## src/rtl/core/mexp_pkg.sv

```systemverilog
`timescale 1ns / 1ps
package mexp_pkg;
  localparam int WORD_BITS = 64;
  localparam logic [WORD_BITS-1:0] MODULUS_RESET = 64'd2;

  typedef enum logic [2:0] {
    ST_IDLE,
    ST_REDUCE,
    ST_STEP,
    ST_MULT,
    ST_SQUARE,
    ST_DONE
  } state_t;
endpackage

```

## src/rtl/core/modular_exponentiation_64.sv

```systemverilog
`timescale 1ns / 1ps
// time from accept to m_tvalid grows with the number of exponent bits set; the work is done
// by the shared shift-add-reduce unit, which handles one multiplier bit per cycle
// throughput: one word at a time; s_tready returns in the cycle after the result is taken
// reset: synchronous active-high rst clears control state and sets modulus to 2
module modular_exponentiation_64 #(
  parameter int WORD_BITS = mexp_pkg::WORD_BITS
) (
  input  logic                         clk,
  input  logic                         rst,
  input  logic                         cfg_valid,
  output logic                         cfg_ready,
  input  logic [WORD_BITS-1:0]         cfg_data,
  input  logic                         s_tvalid,
  output logic                         s_tready,
  // s_tdata: exponent (upper half), base_value (lower half)
  input  logic [2*WORD_BITS-1:0]       s_tdata,
  output logic                         m_tvalid,
  input  logic                         m_tready,
  // m_tdata: power_result
  output logic [WORD_BITS-1:0]         m_tdata
);
  localparam int CW = $clog2(WORD_BITS + 1);

  mexp_pkg::state_t state, state_next;
  logic [WORD_BITS-1:0] modulus, base, expo, res, acc, a_op, b_op;
  logic [CW-1:0] bit_cnt, step_cnt;
  logic          small_mod;

  // shared unit: acc = 2*acc + bit (reduce) or 2*acc + bit*a (product), mod m
  logic [WORD_BITS:0] dbl, dbl_r, add1, add1_r;
  logic               cur_bit;
  logic [WORD_BITS-1:0] addend;
  always_comb begin
    cur_bit = b_op[bit_cnt[$clog2(WORD_BITS)-1:0] - 1'b1];
    dbl = {acc, 1'b0};
    dbl_r = (dbl >= {1'b0, modulus}) ? dbl - {1'b0, modulus} : dbl;
    addend = (state == mexp_pkg::ST_REDUCE) ? {{(WORD_BITS-1){1'b0}}, cur_bit}
                                            : (cur_bit ? a_op : '0);
    add1 = dbl_r + {1'b0, addend};
    add1_r = (add1 >= {1'b0, modulus}) ? add1 - {1'b0, modulus} : add1;
  end

  assign s_tready = (state == mexp_pkg::ST_IDLE);
  // keep a register write off the edge that takes a word
  assign cfg_ready = (state == mexp_pkg::ST_IDLE) && !s_tvalid;
  assign m_tvalid = (state == mexp_pkg::ST_DONE);
  assign m_tdata = small_mod ? '0 : res;

  // next state
  always_comb begin
    state_next = state;
    case (state)
      mexp_pkg::ST_IDLE:   if (s_tvalid) state_next = mexp_pkg::ST_REDUCE;
      mexp_pkg::ST_REDUCE: if (bit_cnt == CW'(1)) state_next = mexp_pkg::ST_STEP;
      mexp_pkg::ST_STEP:
        if (step_cnt == CW'(WORD_BITS)) state_next = mexp_pkg::ST_DONE;
        else if (expo[0]) state_next = mexp_pkg::ST_MULT;
        else state_next = mexp_pkg::ST_SQUARE;
      mexp_pkg::ST_MULT:   if (bit_cnt == CW'(1)) state_next = mexp_pkg::ST_SQUARE;
      mexp_pkg::ST_SQUARE: if (bit_cnt == CW'(1)) state_next = mexp_pkg::ST_STEP;
      mexp_pkg::ST_DONE:   if (m_tready) state_next = mexp_pkg::ST_IDLE;
      default:             state_next = mexp_pkg::ST_IDLE;
    endcase
  end

  always_ff @(posedge clk) begin
    if (rst) begin
      state <= mexp_pkg::ST_IDLE;
      modulus <= mexp_pkg::MODULUS_RESET[WORD_BITS-1:0];
    end else begin
      state <= state_next;
      if (cfg_valid && cfg_ready) modulus <= cfg_data;
    end
  end

  // datapath
  always_ff @(posedge clk) begin
    case (state)
      mexp_pkg::ST_IDLE: if (s_tvalid) begin
        b_op <= s_tdata[WORD_BITS-1:0];
        expo <= s_tdata[2*WORD_BITS-1:WORD_BITS];
        acc <= '0;
        bit_cnt <= CW'(WORD_BITS);
        step_cnt <= '0;
        res <= {{(WORD_BITS-1){1'b0}}, 1'b1};
        small_mod <= (modulus < WORD_BITS'(2));
      end
      mexp_pkg::ST_REDUCE, mexp_pkg::ST_MULT, mexp_pkg::ST_SQUARE: begin
        if (state == mexp_pkg::ST_MULT && bit_cnt == CW'(1)) begin
          // product done, set up the square of the base
          res <= add1_r[WORD_BITS-1:0];
          a_op <= base;
          b_op <= base;
          acc <= '0;
          bit_cnt <= CW'(WORD_BITS);
        end else begin
          if (!small_mod) acc <= add1_r[WORD_BITS-1:0];
          bit_cnt <= bit_cnt - 1'b1;
          if (bit_cnt == CW'(1)) begin
            base <= add1_r[WORD_BITS-1:0];
            if (state == mexp_pkg::ST_SQUARE) begin
              expo <= expo >> 1;
              step_cnt <= step_cnt + 1'b1;
            end
          end
        end
      end
      mexp_pkg::ST_STEP: begin
        acc <= '0;
        bit_cnt <= CW'(WORD_BITS);
        a_op <= expo[0] ? res : base;
        b_op <= base;
      end
      default: ;
    endcase
  end

  a_idle_ready: assert property (@(posedge clk) disable iff (rst)
    s_tready |-> !m_tvalid) else $error("ready while result pending");
  a_accept_leaves: assert property (@(posedge clk) disable iff (rst)
    (s_tvalid && s_tready) |=> !s_tready) else $error("accept did not start work");
  a_done_hold: assert property (@(posedge clk) disable iff (rst)
    (m_tvalid && !m_tready) |=> (m_tvalid && $stable(m_tdata)))
    else $error("result lost before taken");
endmodule
```

## config.mk

```make
export PLATFORM = sky130hd
export DESIGN_NAME = modular_exponentiation_64
export DESIGN_NICKNAME = d
export VERILOG_FILES = /design/src/rtl/core/mexp_pkg.sv /design/src/rtl/core/modular_exponentiation_64.sv
export SDC_FILE = /design/constraint.sdc
export NUM_CORES = 1
export LEC_CHECK = 0
export BUFFER_PORTS_ARGS = -buffer_cell sky130_fd_sc_hd__clkbuf_2
export CAP_MARGIN = 10
export CORE_MARGIN = 2
export CORE_UTILIZATION = 45
export CTS_CLUSTER_SIZE = 24
export DETAILED_ROUTE_END_ITERATION = 16
export PLACE_DENSITY = 0.62
export SYNTH_ARGS = -nofsm -noshare
export SYNTH_HDL_FRONTEND = slang
export SYNTH_SLANG_ARGS = --single-unit
```

## constraint.sdc

```tcl
create_clock -name clk -period 10.4 [get_ports clk]
set_input_delay 2.08 -clock clk [delete_from_list [all_inputs] [get_ports clk]]
set_output_delay 2.08 -clock clk [all_outputs]
set_load 0.01 [all_outputs]
```

After elaboration in Yosys (flattened, before gate mapping)
Cells that the tools add are included.

Reduce and logical (&&, ||, !) cells: 19. Multiply operators: 0. Shift-type cells: 0. Bitwise logic cells: 1. Add/sub/neg operators: 6. Div/mod/pow operators: 0. $lt $le $gt $ge: 4. Eq/ne operators: 16. Mux-type cells: 39.

Operator list (number): 64-bit two-way mux (16); 64-bit case mux with 2 select lines (3); 64-bit case mux with 3 select lines (2); 65-bit by 64-bit greater-or-equal comparator with 1-bit output (2); 65-bit by 64-bit adder with 65-bit output (1); 65-bit two-way mux (1); 65-bit by 64-bit subtractor with 65-bit output (1); 64-bit by 2-bit less-than comparator with 1-bit output, second input constant (1); 64-bit subtractor (1); 7-bit two-way mux (6); 7-bit case mux with 3 select lines (1); 3-bit two-way mux (6); 3-bit case mux with 5 select lines (1); 7-bit case mux with 2 select lines (1); 2-bit inequality test, second input constant (6); 3-bit AND reduction (4); 7-bit by 1-bit adder with 7-bit output, second input constant (1); 7-bit by 1-bit == test with 1-bit output, second input constant (1); 7-bit == test, second input constant (1); 6-bit by 7-bit less-than comparator with 1-bit output, second input constant (1); 7-bit by 1-bit subtractor with 7-bit output, second input constant (1); 1-bit binary-select mux with 6-bit select (1); 3-bit by 2-bit == test with 1-bit output, second input constant (2); 3-bit == test, second input constant (2); other kinds (16) (22).

Output and inout port bits: 67. Memory bits (read-only): 0. Word-level logic and storage cells: 96. Bits of input ports: 197. Latch bits: 0. Memories kept: 0. Flip-flop bits (word level): 466. Bits in writable memories: 0.

Depth between registers and ports, before layout
Depth after elaboration: 11. Mapped depth: 41. Depth with buffers taken out: 36.

Worst setup path before layout
Ideal clock, no wire load.

Path type: register to register. Start point: register bit_cnt[0]. End point: register acc[59] (data pin). Required time: 10130 ps. Period minus slack after synthesis: 8888 ps. Library setup time: 270 ps. Buffers on the path: 8. Path slack: 1512 ps. Arrival time: 8618 ps. Stages on the path, launching flop included: 37. Cells stage by stage: edfxtp_1 -> clkbuf_1 -> inv_1 -> ha_1 -> clkbuf_1 -> clkbuf_1 -> mux4_2 -> mux4_2 -> mux4_2 -> nor2b_1 -> clkbuf_1 -> clkbuf_1 -> and2_1 -> ha_1 -> nor2b_1 -> o31a_1 -> o21ai_0 -> o21bai_1 -> a21boi_0 -> o41ai_1 -> a311oi_1 -> xnor2_1 -> ha_1 -> buf_2 -> a21oi_1 -> o21ai_1 -> a2111oi_0 -> nor2_1 -> a211o_1 -> a32oi_1 -> o211ai_1 -> a21oi_1 -> o21bai_1 -> buf_2 -> buf_2 -> o211ai_1 -> a21oi_1.

Longest elaborated chain between the ends: 11. Elaborated cells on any way between the ends: 14. Classes of those cells: 3 x add/sub; 1 x order compare; 1 x eq/ne; 8 x mux; 1 x reduce/logical.

Ends and longest elaborated chain: from (decl) (line modular_exponentiation_64.sv:27) `logic [CW-1:0] bit_cnt, step_cnt;`; from (signal assigned) (line modular_exponentiation_64.sv:84) `bit_cnt <= CW'(WORD_BITS);`; from (signal assigned) (line modular_exponentiation_64.sv:96) `bit_cnt <= CW'(WORD_BITS);`; from (signal assigned) (line modular_exponentiation_64.sv:99) `bit_cnt <= bit_cnt - 1'b1;`; 6-bit by 1-bit subtractor with 6-bit output (line modular_exponentiation_64.sv:35) `cur_bit = b_op[bit_cnt[$clog2(WORD_BITS)-1:0] - 1'b1];`; 1-bit binary-select mux with 6-bit select (line modular_exponentiation_64.sv:35); 1-bit two-way mux (not written as such) (line modular_exponentiation_64.sv:35); 64-bit two-way mux (line modular_exponentiation_64.sv:39) `: (cur_bit ? a_op : '0);`; 64-bit two-way mux (line modular_exponentiation_64.sv:38) `addend = (state == mexp_pkg::ST_REDUCE) ? {{(WORD_BITS-1){1'b0}}, cur_bit}`; 65-bit by 64-bit adder with 65-bit output (line modular_exponentiation_64.sv:40) `add1 = dbl_r + {1'b0, addend};`; 64-bit subtractor or 65-bit by 64-bit greater-or-equal comparator with 1-bit output (tied branches) (line modular_exponentiation_64.sv:41) `add1_r = (add1 >= {1'b0, modulus}) ? add1 - {1'b0, modulus} : add1;`; 64-bit two-way mux (line modular_exponentiation_64.sv:41); 64-bit two-way mux (line modular_exponentiation_64.sv:98) `if (!small_mod) acc <= add1_r[WORD_BITS-1:0];`; 64-bit two-way mux (*) (line modular_exponentiation_64.sv:90) `if (state == mexp_pkg::ST_MULT && bit_cnt == CW'(1)) begin`; 64-bit case mux with 3 select lines (*) (line modular_exponentiation_64.sv:79) `case (state)`; to (signal assigned) (line modular_exponentiation_64.sv:98); to (decl) (line modular_exponentiation_64.sv:26) `logic [WORD_BITS-1:0] modulus, base, expo, res, acc, a_op, b_op;`.

Every way passes the cells marked *; elsewhere a longest branch is shown, timed or not. The select of a mux whose other input is x is not followed. A chain may end at the register's enable or synchronous reset.

Worst setup path in the final report
Start point: register modulus[31]. End point: register res[45] (data pin).

Longest elaborated chain between the ends: 7. Elaborated cells on any way between the ends: 9. Classes of those cells: 3 x add/sub; 2 x order compare; 4 x mux.

Ends and longest elaborated chain: from (decl) (line modular_exponentiation_64.sv:26); from (signal assigned) (line modular_exponentiation_64.sv:70) `modulus <= mexp_pkg::MODULUS_RESET[WORD_BITS-1:0];`; from (signal assigned) (line modular_exponentiation_64.sv:73) `if (cfg_valid && cfg_ready) modulus <= cfg_data;`; 65-bit by 64-bit subtractor with 65-bit output or 65-bit by 64-bit greater-or-equal comparator with 1-bit output (tied branches) (line modular_exponentiation_64.sv:37) `dbl_r = (dbl >= {1'b0, modulus}) ? dbl - {1'b0, modulus} : dbl;`; 65-bit two-way mux (line modular_exponentiation_64.sv:37); 65-bit by 64-bit adder with 65-bit output (line modular_exponentiation_64.sv:40); 64-bit subtractor or 65-bit by 64-bit greater-or-equal comparator with 1-bit output (tied branches) (line modular_exponentiation_64.sv:41); 64-bit two-way mux (*) (line modular_exponentiation_64.sv:41); 64-bit two-way mux (*) (line modular_exponentiation_64.sv:90); 64-bit case mux with 2 select lines (*) (line modular_exponentiation_64.sv:79); to (signal assigned) (line modular_exponentiation_64.sv:86) `res <= {{(WORD_BITS-1){1'b0}}, 1'b1};`; to (signal assigned) (line modular_exponentiation_64.sv:92) `res <= add1_r[WORD_BITS-1:0];`; to (decl) (line modular_exponentiation_64.sv:26).

Marked as above.

==> flow_summary_export.csv <==
group,metric,value,unit
sta,post-route-period-util,95.9,%
worst_setup_path,path_delay_family,"compound AO/OA/AOI/OAI gates",
logic_synthesis,ys_ff_latch,466,
place,place.detailed.hpwl,86.8,mm
floorplanning,dieHeight,273,um
routing,firstDrtPassIters,6,
clock_tree,cts_hold_buffers,0,
clock_tree,clkTransAtPathRegs,0.07,ns
sta,rsz0062_at_grt,"false",
worst_setup_path,cp_slowest_cell,"a2111oi_0",
worst_setup_path,crit_top_cell,"buf_4",
worst_setup_path,crit_required,10.74,ns
logic_synthesis,syn_area_per_cell,9.16,um2
worst_setup_path,reg2reg_to,"res[45]$_SDFFCE_PP0P_",
logic_synthesis,ys_async_sr_fraction,0,%
logic_synthesis,ys_types,82,
final_layout,nets,4183,
worst_setup_path,path_max_fanout,6,
routing,wl_per_cell,24.0,um
place,place.gp.congestion,0.984,
logic_synthesis,yosysTopAreaCell,"edfxtp_1",
floorplanning,pin_count,264,
worst_hold_path,min_path_type,"reg -> reg",
logic_synthesis,synth.top_cell.area_share,36.8,%
sta,setup_viol,0,
worst_setup_path,crit_buf_inv,8,
routing,wl,115,mm
clock_tree,clockBufferDepth,3,
global_routing,grtUsageTotal,30.1,%
sta,slew_headroom,0.549,%
sta,slew_violations,0,
sta,worst_pin_slew,1.48,ns
global_routing,grt_pass1_vias,27137,
flow_run,drv_cap,1,
global_routing,grt_max_degree,81,
logic_synthesis,synth_top_cells_by_area,"edfxtp_1, ha_1, a21oi_1",
global_routing,gr-total-overflow,0,
sta,final.setup.tns,0,ns
routing,vias,28465,
clock_tree,clock-sinks,466,
routing,drc_errors,0,
logic_synthesis,netlist_instances,3559,
clock_tree,numCtsBuffers,52,
floorplanning,start_util,45.5,%
worst_setup_path,r2r-start,"modulus[31]$_SDFFE_PP0P_",
worst_hold_path,whs_path_depth,2,
sta,finalHoldViolations,0,
clock_tree,clk_latency,0.65,ns
place,port_buffers,263,
logic_synthesis,yosys_warnings,0,
worst_setup_path,r2r_cells,38,
worst_setup_path,path_class,"reg -> reg",
sta,period_minus_slack,9.98,ns
worst_setup_path,crit_path_start_kind,"register",
worst_setup_path,end_kind,"register",
floorplanning,num_rows,98,
global_routing,grt_pass1_wl,169,mm
logic_synthesis,synth_nets,3955,
outcome,status,"finished, violations left",
worst_hold_path,min-delay-start,"modulus[60]$_SDFFE_PP0P_",
logic_synthesis,yosysSeqAreaShare,40.9,%
clock_tree,cts_max_level,2,
global_routing,antenna_found_initial,3,
logic_synthesis,synth_ff_type,"edfxtp_1",
floorplanning,die_w,273,um
sta,skew,0.0419,ns
sta,fmax,100,MHz
floorplanning,core,71600,um2
worst_setup_path,cpPeakStageDelay,0.50,ns
worst_setup_path,rrSetupSlack,0.42,ns
floorplanning,die_area,74600,um2
routing,drtAntennaViolNets,0,
logic_synthesis,syn-cell-area,32600,um2
final_layout,drive_gt1_share,17.4,%
clock_tree,tritoncts,"yes",
worst_setup_path,crit_arrival,10.32,ns
outcome,violations,"max-capacitance violations",
final_layout,synthToLayoutAreaGrowth,13.8,%
worst_hold_path,min_to,"modulus[60]$_SDFFE_PP0P_",
logic_synthesis,synth_edf_count,399,
routing,viasPerCell,5.95,
routing,drt-initial-drc-count,2803,
clock_tree,clockRootBuffer,"clkbuf_16",
==> cells in the final DEF (no fill, tap or decap), drive strengths merged, types with 24 or more instances in the layout <==
cell type,instances
nor2,204
dfxtp,67
inv,122
o21a,30
and2,87
a21o,97
nor2b,90
mux2,143
a31oi,24
xnor2,112
nor3,53
nand2,544
o21ai,187
xor2,69
nand4,53
and3,30
buf,107
a21oi,452
nand3,100
ha,196
nor4,28
clkbuf,330
o21bai,46
edfxtp,399
==> repair_timing <==
item | 4_1_cts | 5_1_grt
setup buffers | 0 | 3
endpoints found under the setup margin | 0 | 192
resized for setup | 0 | 2
==> sequential cells by signal, indices dropped and copies added (netlist names) <==
| name | cells |
|---|---|
| a_op | 64 |
| acc | 64 |
| b_op | 64 |
| base | 64 |
| expo | 64 |
| modulus | 64 |
| res | 64 |
| bit_cnt | 7 |
| step_cnt | 7 |
| state | 3 |
| small_mod | 1 |
==> worst max-delay path by stage <==
stage / from / end / slack, ns / cells after the start
after global placement: modulus[26]$_SDFFE_PP0P_ / res[45]$_SDFFCE_PP0P_ / 0.60 / 38
after CTS: modulus[26]$_SDFFE_PP0P_ / acc[4]$_SDFFCE_PP0P_ / 0.42 / 37
after floorplan: bit_cnt[0]$_SDFFCE_PP0P_ / acc[59]$_SDFFCE_PP0P_ / 1.51 / 36
final: modulus[31]$_SDFFE_PP0P_ / res[45]$_SDFFCE_PP0P_ / 0.42 / 38
after global routing: modulus[38]$_SDFFE_PP0P_ / acc[4]$_SDFFCE_PP0P_ / 0.02 / 38
after detailed placement: modulus[26]$_SDFFE_PP0P_ / res[45]$_SDFFCE_PP0P_ / 0.55 / 37
==> per-stage QoR <==
step,cells,hold slack [ns],instance area (um2),utilization (%),worst slack [ns]
2_1_floorplan,3559,0.449,32600,-,1.51
3_3_place_gp,4679,0.462,35300,49.3,0.600
3_5_place_dp,4679,0.466,35300,49.3,0.546
4_1_cts,4777,0.477,37100,51.8,0.425
5_1_grt,4781,0.492,37100,51.8,0.0165
6_report,4782,0.476,37100,51.8,0.421
==> cell families (layout without fill, tap and decap cells) <==
family                   Yosys count  in the layout  synth area share, %
AO/OA/AOI/OAI                    989            989                 18.4
XOR/XNOR                         181            181                 4.91
adder cells (fa/ha/maj)          199            199                 7.71
buffers and inverters            313            584                 3.83
flip-flops                       466            466                 40.9
multiplexers                     169            169                 6.54
other                              0              1                    0
AND/OR/NAND/NOR                 1242           1243                 17.8
==> routing by layer <==
metal / global-route usage (%) / part of all wire (%)
met5: 0 / 0.019
met4: 9.98 / 3.5
met3: 7.07 / 8.7
met2: 44.7 / 42
met1: 42.9 / 45
==> Yosys cell counts, types with 13 or more instances <==
cell type	count
dfxtp_1	67
a31oi_1	24
nand3_1	100
xor2_1	68
mux4_2	21
buf_2	13
edfxtp_1	399
o21bai_1	46
a21oi_1	452
nand2_1	543
o21a_1	30
o21ai_1	55
nor2b_1	90
nand2b_1	21
o21ai_0	128
mux2_2	143
nand4_1	53
o211ai_1	23
and3_1	30
clkbuf_1	168
xnor2_1	111
nor3_1	44
ha_1	196
nor2_1	203
a21o_1	97
nor4_1	28
inv_1	116
and2_1	87
==> worst register-to-register path: cells and delay by family, from the launching register on <==
family / cells / cell delay, ns
adder cells (fa/ha/maj): 4 / 1.36
flip-flops: 1 / 0.47
AO/OA/AOI/OAI: 21 / 5.53
AND/OR/NAND/NOR: 4 / 0.64
buffers and inverters: 8 / 1.31
XOR/XNOR: 1 / 0.38
==> area by class of cell <==
| type | instances | area, um2 |
|---|---|---|
| timing repair buffer | 370 | 2220 |
| clock buffer | 67 | 1420 |
| multi-input combinational | 2781 | 18200 |
| clock inverter | 31 | 335 |
| antenna | 1 | 2.50 |
| inverter | 116 | 435 |
| sequential | 466 | 13300 |
| tap | 950 | 1190 |
| fill | 6813 | 34500 |
Power is not shown: default switching activity piles up to over one toggle a cycle in this logic, so the estimate is an artifact.
